--- src/tmm_pkg.sv ---
package tmm_pkg;

  // Fixed field widths
  localparam int SAMPLE_BITS = 16;
  localparam int POS_W       = 32;
  localparam int SONG_W      = 32;
  localparam int BEAT_W      = 24;
  localparam int BAR_W       = 6;
  localparam int OP_W        = 2;
  localparam int CFG_IDX_W   = 3;
  localparam int CFG_DATA_W  = 32;

  // Metronome pulse
  localparam int PULSE_LEN   = 96;
  localparam int PH_W        = $clog2(PULSE_LEN);
  localparam int FULL_SCALE  = 1 << (SAMPLE_BITS - 1);
  localparam int ACCENT_HI   = (FULL_SCALE * 20 + 50) / 100;
  localparam int ACCENT_LO   = (FULL_SCALE * 12 + 50) / 100;
  localparam int CLICK_W     = $clog2(ACCENT_HI + 1);

  // One quotient bit per cycle over the whole playhead
  localparam int DIV_STEPS   = POS_W;
  localparam int CNT_W       = $clog2(DIV_STEPS);

  localparam logic [SONG_W-1:0] SONG_LENGTH_RST = '0;
  localparam logic [BEAT_W-1:0] BEAT_LENGTH_RST = BEAT_W'(24000);
  localparam logic [BAR_W-1:0]  BAR_BEATS_RST   = BAR_W'(4);

  typedef enum logic [OP_W-1:0] {
    OP_FRAME  = 2'd0,
    OP_TOGGLE = 2'd1,
    OP_SETPOS = 2'd2
  } op_t;

  typedef enum logic [CFG_IDX_W-1:0] {
    REG_SONG_LENGTH  = 3'd0,
    REG_BEAT_LENGTH  = 3'd1,
    REG_BAR_BEATS    = 3'd2,
    REG_LOOP_ENABLE  = 3'd3,
    REG_CLICK_ENABLE = 3'd4
  } cfg_reg_t;

  typedef struct packed {
    logic [OP_W-1:0]               operation;
    logic                          block_start;
    logic signed [SAMPLE_BITS-1:0] left_in;
    logic signed [SAMPLE_BITS-1:0] right_in;
    logic signed [POS_W-1:0]       new_position;
  } in_item_t;

  typedef struct packed {
    logic signed [SAMPLE_BITS-1:0] left_out;
    logic signed [SAMPLE_BITS-1:0] right_out;
    logic                          is_playing;
  } out_item_t;

  typedef struct packed {
    logic accept;  // input item taken this cycle
    logic step;    // one divider iteration
    logic mix;     // write result, advance playhead
  } tmm_cmd_t;

  typedef struct packed {
    logic out_free;
  } tmm_sts_t;

  typedef logic [PULSE_LEN-1:0][CLICK_W-1:0] click_tab_t;

  // Decaying click shape, rounded; evaluated at elaboration only
  function automatic click_tab_t click_tab(input int amp);
    click_tab_t t;
    for (int i = 0; i < PULSE_LEN; i++) begin
      t[i] = CLICK_W'((amp * (PULSE_LEN - i) + PULSE_LEN / 2) / PULSE_LEN);
    end
    return t;
  endfunction

endpackage

--- src/transport_metronome_mixer_unit.sv ---
// Channel | Direction | Handshake               | Payload
// in      | input     | in_valid / in_ready     | in_data   (tmm_pkg::in_item_t)
// out     | output    | out_valid / out_ready   | out_data  (tmm_pkg::out_item_t)
// cfg     | input     | cfg_valid / cfg_ready   | cfg_index, cfg_data
//
// Audio frame items: after accept, 32 iterations of the restoring divider (one
// quotient bit per cycle over the 32-bit playhead, bar position reduced alongside),
// then a mix step that registers the result; no new item is taken until the cycle
// after the mix. Control items are applied on accept and leave the input ready.
// Reset is synchronous active low; no clearing pass. cfg_ready is always high.
// A full output register stalls the mix step; input is taken again once it lands.
module transport_metronome_mixer_unit (
  input  logic                           clk,
  input  logic                           rst_n,
  input  logic                           in_valid,
  output logic                           in_ready,
  input  tmm_pkg::in_item_t              in_data,
  output logic                           out_valid,
  input  logic                           out_ready,
  output tmm_pkg::out_item_t             out_data,
  input  logic                           cfg_valid,
  output logic                           cfg_ready,
  input  logic [tmm_pkg::CFG_IDX_W-1:0]  cfg_index,
  input  logic [tmm_pkg::CFG_DATA_W-1:0] cfg_data
);
  import tmm_pkg::*;

  tmm_cmd_t cmd;
  tmm_sts_t sts;

  assign cfg_ready = 1'b1;

  tmm_ctrl u_ctrl (
    .clk      (clk),
    .rst_n    (rst_n),
    .in_valid (in_valid),
    .in_op    (in_data.operation),
    .in_ready (in_ready),
    .sts      (sts),
    .cmd      (cmd)
  );

  tmm_dp u_dp (
    .clk       (clk),
    .rst_n     (rst_n),
    .in_data   (in_data),
    .cfg_valid (cfg_valid),
    .cfg_index (cfg_index),
    .cfg_data  (cfg_data),
    .cmd       (cmd),
    .sts       (sts),
    .out_valid (out_valid),
    .out_ready (out_ready),
    .out_data  (out_data)
  );

endmodule

--- src/tmm_ctrl.sv ---
module tmm_ctrl (
  input  logic                     clk,
  input  logic                     rst_n,
  input  logic                     in_valid,
  input  logic [tmm_pkg::OP_W-1:0] in_op,
  output logic                     in_ready,
  input  tmm_pkg::tmm_sts_t        sts,
  output tmm_pkg::tmm_cmd_t        cmd
);
  import tmm_pkg::*;

  typedef enum logic [2:0] {
    S_IDLE = 3'b001,
    S_DIV  = 3'b010,
    S_MIX  = 3'b100
  } state_t;

  localparam logic [CNT_W-1:0] CNT_LAST = CNT_W'(DIV_STEPS - 1);

  state_t           state_r, state_nxt;
  logic [CNT_W-1:0] cnt_r, cnt_nxt;

  assign in_ready   = (state_r == S_IDLE);
  assign cmd.accept = in_valid && in_ready;
  assign cmd.step   = (state_r == S_DIV);
  assign cmd.mix    = (state_r == S_MIX) && sts.out_free;

  always_comb begin
    state_nxt = state_r;
    cnt_nxt   = cnt_r;
    unique case (state_r)
      S_IDLE: begin
        if (cmd.accept && in_op == OP_FRAME) begin
          state_nxt = S_DIV;
          cnt_nxt   = '0;
        end
      end
      S_DIV: begin
        cnt_nxt = cnt_r + 1'b1;
        if (cnt_r == CNT_LAST) begin
          state_nxt = S_MIX;
        end
      end
      S_MIX: begin
        if (sts.out_free) begin
          state_nxt = S_IDLE;
        end
      end
      default: begin
        state_nxt = S_IDLE;
      end
    endcase
  end

  always_ff @(posedge clk) begin
    if (!rst_n) begin
      state_r <= S_IDLE;
      cnt_r   <= '0;
    end else begin
      state_r <= state_nxt;
      cnt_r   <= cnt_nxt;
    end
  end

`ifndef ASSERT_OFF
  a_frame_starts_div: assert property (@(posedge clk) disable iff (!rst_n)
    cmd.accept && in_op == OP_FRAME |=> state_r == S_DIV && cnt_r == '0)
    else $error("frame item did not start the divider");

  a_div_ends_in_mix: assert property (@(posedge clk) disable iff (!rst_n)
    state_r == S_DIV && cnt_r == CNT_LAST |=> state_r == S_MIX)
    else $error("divider did not finish after the last step");

  a_mix_waits: assert property (@(posedge clk) disable iff (!rst_n)
    state_r == S_MIX && !sts.out_free |=> state_r == S_MIX)
    else $error("result dropped while output register full");
`endif

endmodule

--- src/tmm_dp.sv ---
module tmm_dp (
  input  logic                           clk,
  input  logic                           rst_n,
  input  tmm_pkg::in_item_t              in_data,
  input  logic                           cfg_valid,
  input  logic [tmm_pkg::CFG_IDX_W-1:0]  cfg_index,
  input  logic [tmm_pkg::CFG_DATA_W-1:0] cfg_data,
  input  tmm_pkg::tmm_cmd_t              cmd,
  output tmm_pkg::tmm_sts_t              sts,
  output logic                           out_valid,
  input  logic                           out_ready,
  output tmm_pkg::out_item_t             out_data
);
  import tmm_pkg::*;

  localparam click_tab_t TAB_ACCENT = click_tab(ACCENT_HI);
  localparam click_tab_t TAB_BEAT   = click_tab(ACCENT_LO);
  localparam logic signed [SAMPLE_BITS-1:0] SMP_MAX = {1'b0, {(SAMPLE_BITS-1){1'b1}}};
  localparam logic signed [SAMPLE_BITS-1:0] SMP_MIN = {1'b1, {(SAMPLE_BITS-1){1'b0}}};

  // Configuration
  logic [SONG_W-1:0] song_length_r;
  logic [BEAT_W-1:0] beat_length_r;
  logic [BAR_W-1:0]  bar_beats_r;
  logic              loop_enable_r;
  logic              click_enable_r;

  // Transport
  logic              running_r, running_nxt;
  logic [POS_W-1:0]  position_r, position_nxt;

  // Divider: position / beat, quotient mod bar folded in MSB first
  logic [POS_W-1:0]  quo_r, quo_nxt;
  logic [BEAT_W-1:0] rem_r, rem_nxt;
  logic [BAR_W-1:0]  bar_r, bar_nxt;
  logic signed [SAMPLE_BITS-1:0] left_r, right_r;

  logic              out_valid_r, out_valid_nxt;
  out_item_t         out_item_r, out_item_nxt;

  logic [BEAT_W-1:0] bl_eff;
  logic [BAR_W-1:0]  bb_eff;
  logic [BEAT_W:0]   trial, trial_sub;
  logic              qbit;
  logic [BAR_W:0]    btrial, btrial_sub;
  logic              in_pulse;
  logic [PH_W-1:0]   ph_idx;
  logic [CLICK_W-1:0] click;
  logic              song_end;

  function automatic logic signed [SAMPLE_BITS-1:0] sat_add(
    input logic signed [SAMPLE_BITS-1:0] smp,
    input logic [CLICK_W-1:0]            clk_amp
  );
    logic signed [SAMPLE_BITS:0] s;
    s = {smp[SAMPLE_BITS-1], smp} + $signed({{(SAMPLE_BITS+1-CLICK_W){1'b0}}, clk_amp});
    if (s[SAMPLE_BITS] != s[SAMPLE_BITS-1]) begin
      return s[SAMPLE_BITS] ? SMP_MIN : SMP_MAX;
    end
    return s[SAMPLE_BITS-1:0];
  endfunction

  assign bl_eff = (beat_length_r == '0) ? BEAT_W'(1) : beat_length_r;
  assign bb_eff = (bar_beats_r == '0) ? BAR_W'(1) : bar_beats_r;

  assign trial      = {rem_r, quo_r[POS_W-1]};
  assign trial_sub  = trial - {1'b0, bl_eff};
  assign qbit       = (trial >= {1'b0, bl_eff});
  assign btrial     = {bar_r, qbit};
  assign btrial_sub = btrial - {1'b0, bb_eff};

  assign in_pulse = (rem_r < BEAT_W'(PULSE_LEN));
  assign ph_idx   = rem_r[PH_W-1:0];
  assign click    = !(click_enable_r && in_pulse) ? '0 :
                    (bar_r == '0) ? TAB_ACCENT[ph_idx] : TAB_BEAT[ph_idx];

  assign song_end = running_r && in_data.block_start && song_length_r != '0 &&
                    position_r >= song_length_r;

  assign sts.out_free = !out_valid_r || out_ready;
  assign out_valid    = out_valid_r;
  assign out_data     = out_item_r;

  always_comb begin
    running_nxt   = running_r;
    position_nxt  = position_r;
    quo_nxt       = quo_r;
    rem_nxt       = rem_r;
    bar_nxt       = bar_r;
    out_item_nxt  = out_item_r;
    out_valid_nxt = out_valid_r && !out_ready;

    if (cmd.accept) begin
      unique case (in_data.operation)
        OP_TOGGLE: running_nxt = !running_r;
        OP_SETPOS: position_nxt = in_data.new_position[POS_W-1] ? '0 : in_data.new_position;
        OP_FRAME: begin
          if (song_end) begin
            if (loop_enable_r) begin
              position_nxt = '0;
            end else begin
              running_nxt = 1'b0;
            end
          end
          quo_nxt = (song_end && loop_enable_r) ? '0 : position_r;
          rem_nxt = '0;
          bar_nxt = '0;
        end
        default: ;
      endcase
    end

    if (cmd.step) begin
      quo_nxt = {quo_r[POS_W-2:0], qbit};
      rem_nxt = qbit ? trial_sub[BEAT_W-1:0] : trial[BEAT_W-1:0];
      bar_nxt = (btrial >= {1'b0, bb_eff}) ? btrial_sub[BAR_W-1:0] : btrial[BAR_W-1:0];
    end

    if (cmd.mix) begin
      out_valid_nxt           = 1'b1;
      out_item_nxt.is_playing = running_r;
      out_item_nxt.left_out   = running_r ? sat_add(left_r, click) : '0;
      out_item_nxt.right_out  = running_r ? sat_add(right_r, click) : '0;
      if (running_r && position_r != '1) begin
        position_nxt = position_r + 1'b1;
      end
    end
  end

  always_ff @(posedge clk) begin
    if (!rst_n) begin
      song_length_r  <= SONG_LENGTH_RST;
      beat_length_r  <= BEAT_LENGTH_RST;
      bar_beats_r    <= BAR_BEATS_RST;
      loop_enable_r  <= 1'b0;
      click_enable_r <= 1'b0;
      running_r      <= 1'b0;
      position_r     <= '0;
      out_valid_r    <= 1'b0;
    end else begin
      running_r   <= running_nxt;
      position_r  <= position_nxt;
      out_valid_r <= out_valid_nxt;
      if (cfg_valid) begin
        unique case (cfg_index)
          REG_SONG_LENGTH:  song_length_r  <= cfg_data[SONG_W-1:0];
          REG_BEAT_LENGTH:  beat_length_r  <= cfg_data[BEAT_W-1:0];
          REG_BAR_BEATS:    bar_beats_r    <= cfg_data[BAR_W-1:0];
          REG_LOOP_ENABLE:  loop_enable_r  <= cfg_data[0];
          REG_CLICK_ENABLE: click_enable_r <= cfg_data[0];
          default: ;
        endcase
      end
    end
  end

  always_ff @(posedge clk) begin
    quo_r      <= quo_nxt;
    rem_r      <= rem_nxt;
    bar_r      <= bar_nxt;
    out_item_r <= out_item_nxt;
    if (cmd.accept) begin
      left_r  <= in_data.left_in;
      right_r <= in_data.right_in;
    end
  end

`ifndef ASSERT_OFF
  a_out_from_mix: assert property (@(posedge clk) disable iff (!rst_n)
    $rose(out_valid_r) |-> $past(cmd.mix))
    else $error("result appeared without a mix");

  a_playhead_adv: assert property (@(posedge clk) disable iff (!rst_n)
    cmd.mix && running_r && position_r != '1 |=> position_r == $past(position_r) + 1'b1)
    else $error("playhead did not advance on a running frame");

  a_out_hold: assert property (@(posedge clk) disable iff (!rst_n)
    out_valid_r && !out_ready |=> out_valid_r && $stable(out_item_r))
    else $error("waiting result changed or dropped");
`endif

endmodule

--- config.mk ---
export PLATFORM = sky130hd
export DESIGN_NAME = transport_metronome_mixer_unit
export DESIGN_NICKNAME = d
export VERILOG_FILES = /design/src/tmm_pkg.sv /design/src/transport_metronome_mixer_unit.sv /design/src/tmm_ctrl.sv /design/src/tmm_dp.sv
export SDC_FILE = /design/constraint.sdc
export NUM_CORES = 1
export LEC_CHECK = 0
export BUFFER_PORTS_ARGS = -buffer_cell sky130_fd_sc_hd__buf_2
export CAP_MARGIN = 0
export CORE_AREA = 2 2 214 163
export CTS_CLUSTER_SIZE = 8
export DETAILED_ROUTE_END_ITERATION = 16
export DIE_AREA = 0 0 216 165
export GPL_ROUTABILITY_DRIVEN = 0
export PLACE_DENSITY = 0.68
export SYNTH_ARGS = -nofsm -noshare
export SYNTH_HDL_FRONTEND = slang
export SYNTH_SLANG_ARGS = --single-unit
--- constraint.sdc ---
create_clock -name clk -period 6.9 [get_ports clk]
set_clock_uncertainty 0.1 [all_clocks]
set_input_delay 0.69 -clock clk [delete_from_list [all_inputs] [get_ports clk]]
set_output_delay 0.69 -clock clk [all_outputs]
set_load 0.01 [all_outputs]
==> results of run 1 <==
[logic make-up after synthesis]
group / after synthesis
AOI/OAI and AO/OA: 641
xor gates and xnor gates: 45
adders and majority gates: 111
buffers and inverters: 223
DFF: 256
muxes: 13
other: 1
and+or+nand+nor: 672
[power breakdown]
group	leakage, nW	switching (mW)	total, mW	internal, mW
registers	2.23	0.0401	1.69	1.65
clock network	0.515	0.675	1.72	1.04
logic	4.63	0.283	0.451	0.168
[Yosys cell counts (7+ instances only)]
cell,instances,area (µm²)
o211ai_1,23,173
inv_1,100,375
o22ai_1,14,87.6
nor3_1,46,230
xor2_1,14,123
o311ai_0,8,70.1
nand2_1,297,1110
buf_2,28,140
and3_1,14,87.6
a22oi_1,12,90.1
nor2_1,144,541
ha_1,106,1330
xnor2_1,31,272
or3_1,8,50.1
edfxtp_1,127,3810
mux2i_1,12,120
nor4_1,20,125
a41oi_1,11,96.3
a311oi_1,10,87.6
o31ai_1,7,52.6
a21oi_1,205,1030
nand4_1,21,131
o21bai_1,7,52.6
nor2b_1,11,68.8
a22o_1,35,307
a221oi_1,9,78.8
dfxtp_1,129,2580
a211oi_1,32,240
a21o_1,64,480
a2111oi_0,7,61.3
and2_1,11,68.8
clkbuf_1,81,304
nand3_1,49,245
nand2b_1,10,62.6
o21ai_0,104,521
o21ai_1,8,40.0
or2_2,11,68.8
a31oi_1,18,113
[final cells by class]
type	instances	area [µm²]	share of cell area, %
Sequential cell	256	6400	34.3
Timing Repair Buffer	167	901	4.83
Inverter	105	399	2.14
Clock inverter	1	8.76	0.0469
Multi-Input combinational cell	1483	9330	50.0
Tap cell	450	563	3.02
Clock buffer	64	1070	5.73
[critical path, cell delays in order, from the launching register on]
cell	delay, ns
edfxtp_1	0.43
or4_1	0.53
a2111oi_0	0.41
nand4_1	0.16
buf_4	0.23
or2_2	0.35
inv_1	0.09
ha_1	0.23
a21o_1	0.18
a21o_1	0.19
a21o_1	0.18
a21o_1	0.19
a21oi_1	0.21
o21ai_0	0.16
or4_1	0.46
a41oi_1	0.45
nand3_1	0.14
a21oi_1	0.76
or2_2	0.24
[routing by layer]
metal / part of all wire, % / global-route usage [%]
met2: 43 / 40.4
met3: 9.6 / 4.73
met1: 45 / 39.4
met5: 0 / 0
met4: 2.2 / 7.50
[path summary, 6_finish.rpt]
check | endpoint | slack (ns) | cells after the start
worst max-delay path | u_dp.out_data[12]$_SDFFCE_PN0P_ | 1.04 | 18
worst min-delay path | u_dp.left_r[0]$_DFFE_PP_ | 0.24 | 1
worst max register to register | u_dp.out_data[12]$_SDFFCE_PN0P_ | 1.04 | 18
worst min register to register | u_dp.song_length_r[26]$_SDFFE_PN0P_ | 0.37 | 2
[stage by stage]
step | hold slack [ns] | utilization [%] | setup slack, ns | total power, mW | instance area [µm²]
floorplan | 0.306 | - | 2.08 | 2.01 | 16600
global placement | 0.343 | 52.7 | 1.28 | 2.15 | 17600
detailed placement | 0.365 | 52.7 | 1.20 | 2.15 | 17600
CTS | 0.227 | 55.9 | 1.06 | 3.86 | 18700
global route | 0.232 | 55.9 | 0.580 | 3.99 | 18700
finish | 0.245 | 55.9 | 1.04 | 3.86 | 18700
[sequential cells by signal, indices dropped and copies added, names as in the netlist, 3 cells and up, named ones only]
name and count:
u_dp.out_data 33, u_dp.position_r 32, u_dp.quo_r 32, u_dp.song_length_r 32, u_dp.beat_length_r 24, u_dp.rem_r 24, u_dp.left_r 16, u_dp.right_r 16
u_dp.bar_beats_r 6, u_dp.bar_r 6, u_ctrl.cnt_r 5, u_ctrl.state_r 3
==> summary.md, run 1 <==
| Metric | Value |
|---|---|
| Period Utilization, post-route | `a little over four fifths` |
| DR WL/cell | `19.3 µm` |
| Pin count of the biggest net entering global routing | `74` |
| Worst-skew pair later-pin latency | `0.53 ns` |
| Full die area | `0.0356 mm²` |
| Yosys warnings | `0` |
| Total CTS buffers | `37` |
| DR DRC count | `0` |
| Endpoints failing setup | `0` |
| Min Clock Period, post-route | `about 6 ns` |
| I/O pin cnt | `about 140` |
| Post-DRT Antenna Nets | `0` |
| Share of post-route cells with drive strength above 1 | `12.3%` |
| Nets | `2267` |
| DR vias | `between 15000 and 20000` |
| Synth Area in Simple Gates | `a little under a fifth` |
| Vias/cell | `around 6.2` |
| GRT overflow | `0` |
| Synth async-reset ratio | `0%` |
| Peak Freq | `171 MHz` |
| I/O Buffers | `approximately 140` |
| Rel. slew slack | `between 10% and 20%` |
| Crit path launch | `u_dp.rem_r[7]$_SDFFCE_PN0P_` |
| Post-synth EDFFs | `127` |
| Cell row count | `58` |
| Fin Setup TNS | `0 ns` |
| XOR/XNOR share of the synthesized area | `under 10%` |
| Syn Area/Cell | `around 8.5 µm²` |
| Ant diodes | `0` |
| Post-Syn Area | `0.0166 mm²` |
| PD cells | `roughly 210 mW/mm²` |
| Post-CTS Hold Buffers | `0` |
| Post-CTS sizing | `0` |
| Main combinational cell family by area after synthesis | `compound AO/OA/AOI/OAI gates` |
| First-pass GRT wire length | `between 70000 and 80000 µm` |
| Hold Crit Start | `in_data[48]` |
| Overall routed net length | `48700 µm` |
| DP HPWL | `between 30000 and 40000 µm` |
| Slew Limit Fails | `0` |
| Post-CTS Setup Bufs | `0` |
| Initial antenna violation count | `0` |
| Initial Utilization | `49.7%` |
| Final Hold Viols | `0` |
| Htree depth | `2` |
| CTS Sinks | `256` |
| Startpoint type of the worst setup path | `flip-flop` |
| Fin cells | `roughly 2500` |
| Die H | `roughly 170 µm` |
| Adder-cell share of the synthesized area | `under 10%` |
| TritonRoute pass-1 iters | `6` |
| Worst hold path type | `in -> reg` |
| First-iteration detailed-routing DRC count | `2152` |
| Top FF cell, synth | `dfxtp_1` |
| Fillers | `slightly above 3000` |
| CP max FO | `13` |
| CTS tree | `done` |
| Arr. time, crit path | `a little over 6 ns` |
| Setup CP Type | `reg -> reg` |
| Mux share of post-synthesis cell area | `less than 1%` |
| Cells after Synth | `approximately 2000` |
| Post-Syn Nets | `~2200` |
| Total Routing Usage GR | `26.8%` |
| Worst Tran Pin Value | `1.33 ns` |
| Core area | `0.0334 mm²` |
| Number of global-route vias before repair | `between 10000 and 15000` |
| Most frequent cells in the layout | `297 x nand2_1, 205 x a21oi_1, 142 x nor2_1` |
| Worst EP required | `approximately 7.2 ns` |
| DP Cell Count | `about 2500` |
| Clk root buf | `clkbuf_16` |
| Run status | `complete, no violations` |
| Clk slew on worst S/H paths | `about 0.06 ns` |
| CP Capture Type | `flip-flop` |
| FF+latch count, synth | `between 200 and 300` |
| Compound-cell area share of the yosys netlist | `25.6%` |
| Leak Pwr | `7.38 nW` |
| Crit Reg-Reg Startpoint | `u_dp.rem_r[7]$_SDFFCE_PN0P_` |
| Maximum Capacitance Violations | `0` |
| RSZ-0062 raised after global routing | `no` |
| Peak VDD IR | `around 150 µV` |
| Die width | `216 µm` |
| Most common cell after layout, fill and taps aside | `nand2_1` |
| Synth unique cells | `97` |
| Area delta synth->final | `12.4%` |
| Deepest clock path buffer count | `3` |
| Sequential area share after synthesis | `between 30 and 40%` |
Note: power is estimated with default switching activity, not from simulation.
==> run 2: changes to the inputs <==
==> constraint.sdc (replaced) <==
create_clock -name clk -period 6 [get_ports clk]
set_clock_uncertainty 0.1 [all_clocks]
set_input_delay 0.6 -clock clk [delete_from_list [all_inputs] [get_ports clk]]
set_output_delay 0.6 -clock clk [all_outputs]
set_load 0.01 [all_outputs]
==> summary.md, run 2 (same netlist as run 1, synthesis figures left out) <==
| Metric | Value |
|---|---|
| Worst-skew pair later-pin latency | `around 0.53 ns` |
| Initial antenna violation count | `0` |
| Overall routed net length | `roughly 49000 µm` |
| Pin count of the biggest net entering global routing | `64` |
| Post-CTS Hold Buffers | `0` |
| Endpoints failing setup | `0` |
| Arr. time, crit path | `5.78 ns` |
| Min Clock Period, post-route | `between 5 and 6 ns` |
| Peak Freq | `about 180 MHz` |
| Most common cell after layout, fill and taps aside | `nand2_1` |
| DR WL/cell | `19.1 µm` |
| Met3 Track Usage GR | `4.92%` |
| Grt peak-use layer | `met2` |
| Initial Utilization | `slightly below 50%` |
| Worst hold path type | `in -> reg` |
| CTS Sinks | `256` |
| Fin area | `~0.019 mm²` |
| RSZ-0062 raised after global routing | `no` |
| I/O Buffers | `around 140` |
| Slew Limit Fails | `0` |
| Worst EP required | `~6.3 ns` |
| Total Routing Usage GR | `between 20% and 30%` |
| Clk root buf | `clkbuf_16` |
| Final Hold Viols | `0` |
| Worst Tran Pin Value | `between 1 and 1.5 ns` |
| Core area | `roughly 0.033 mm²` |
| Maximum Capacitance Violations | `0` |
| Die width | `approximately 220 µm` |
| Cell row count | `between 50 and 60` |
| Fin Setup TNS | `0 ns` |
| Setup CP Type | `reg -> reg` |
| Met1 Use GR | `roughly two fifths` |
| PD cells | `~240 mW/mm²` |
| Vias/cell | `between 6 and 7` |
| Most frequent cells in the layout | `297 x nand2_1, 204 x a21oi_1, 142 x nor2_1` |
| Share of post-route cells with drive strength above 1 | `roughly 13%` |
| Area delta synth->final | `13.1%` |
| Met2 GRT Util | `about two fifths` |
| Largest register FFs | `33` |
| CP Capture Type | `flip-flop` |
| CTS tree | `done` |
| CP max FO | `13` |
| Startpoint type of the worst setup path | `flip-flop` |
| GRT overflow | `0` |
| Peak VDD IR | `approximately 220 µV` |
| Number of global-route vias before repair | `approximately 14000` |
| Post-DRT Antenna Nets | `0` |
| Die H | `roughly 170 µm` |
| Deepest clock path buffer count | `3` |
| Htree depth | `2` |
| DR vias | `approximately 16000` |
| Ant diodes | `0` |
| Clk slew on worst S/H paths | `approximately 0.050 ns` |
| I/O pin cnt | `~140` |
| DR DRC count | `0` |
| First-pass GRT wire length | `between 70000 and 80000 µm` |
| TritonRoute pass-1 iters | `8` |
| Nets | `between 2000 and 2500` |
| Total CTS buffers | `38` |
| Full die area | `around 0.036 mm²` |
| Rel. slew slack | `13.6%` |
| Post-Route Utilization | `a little under three fifths` |
| First-iteration detailed-routing DRC count | `roughly 1800` |
| Period Utilization, post-route | `between 90% and 100%` |
| Leak Pwr | `between 7 and 8 nW` |
| Placed cell areas | `around 0.018 mm²` |
| DP HPWL | `~34000 µm` |
| Run status | `complete, no violations` |
[run 2: cell count changes in the layout (fill, tap and decap cells not counted), sizes merged]
| cell | delta |
|---|---|
| buf | +10 |
| clkbuf | +1 |
| clkinv | +1 |
[run 2: final cells by class]
| cell class | count | area, µm² |
|---|---|---|
| clock buffer | 65 | 1090 |
| clock inverter | 2 | 13.8 |
| fill | 3006 | 14600 |
| inverter | 105 | 399 |
| multi-input combinational | 1483 | 9330 |
| sequential | 256 | 6400 |
| tap | 450 | 563 |
| timing repair buffer | 177 | 988 |
[run 2: report_power, final]
part / internal (mW) / total [mW] / leakage, nW / switching, mW
clock: 1.23 / 2.01 / 0.531 / 0.778
combinational: 0.197 / 0.525 / 4.69 / 0.328
sequential: 1.90 / 1.94 / 2.23 / 0.0465
total: 3.32 / 4.48 / 7.45 / 1.15
[run 2: final timing paths]
| check | startpoint | slack, ns | cells past startpoint | to |
|---|---|---|---|---|
| max | u_dp.rem_r[7]$_SDFFCE_PN0P_ | 0.51 | 19 | u_dp.out_data[12]$_SDFFCE_PN0P_ |
| min | in_data[44] | 0.15 | 1 | u_dp.right_r[12]$_DFFE_PP_ |
| max reg2reg | u_dp.rem_r[7]$_SDFFCE_PN0P_ | 0.51 | 19 | u_dp.out_data[12]$_SDFFCE_PN0P_ |
| min reg2reg | u_ctrl.cnt_r[3]$_SDFFE_PN0P_ | 0.36 | 1 | u_ctrl.cnt_r[3]$_SDFFE_PN0P_ |
[run 2: through the flow]
stage | cells | hold WS [ns] | worst slack [ns] | power [mW]
global placement | 2471 | 0.347 | 0.426 | 2.48
global route | 2538 | 0.133 | 0.0168 | 4.65
floorplan | 1962 | 0.306 | 1.18 | 2.31
detailed placement | 2471 | 0.355 | 0.314 | 2.48
finish | 2538 | 0.154 | 0.514 | 4.48
CTS | 2538 | 0.135 | 0.277 | 4.49
[run 2: metal layers]
layer  part of all wire [%]  vias to the layer above  routed length (µm)
li1                       -                     7388                   -
met1                     46                     7394               22500
met2                     43                      749               21000
met3                    8.4                       92                4080
met4                    2.0                        0                 957
met5                      0                        -                   0
[run 2: repair_timing]
| item | 4_1_cts | 5_1_grt |
|---|---|---|
| endpoints found under the hold margin | 0 | 0 |
| gates resized for setup | 0 | 1 |
| buffers inserted | 0 | 0 |
| setup endpoints to repair | 0 | 13 |
[run 2: worst max-delay path: stages (launching register included)]
cell and delay (ns):
edfxtp_1 0.41, or4_1 0.52, a2111oi_0 0.37, nand4_1 0.27, buf_4 0.28, a21oi_1 0.20, ha_1 0.21, inv_1 0.06
fa_1 0.41, nor2b_1 0.12, o21ai_0 0.10, a21boi_0 0.26, o21ai_0 0.14, a21boi_0 0.39, o2111ai_1 0.19, a31oi_1 0.28
a21o_1 0.22, nand3_1 0.11, a21oi_2 0.49, or2_2 0.21
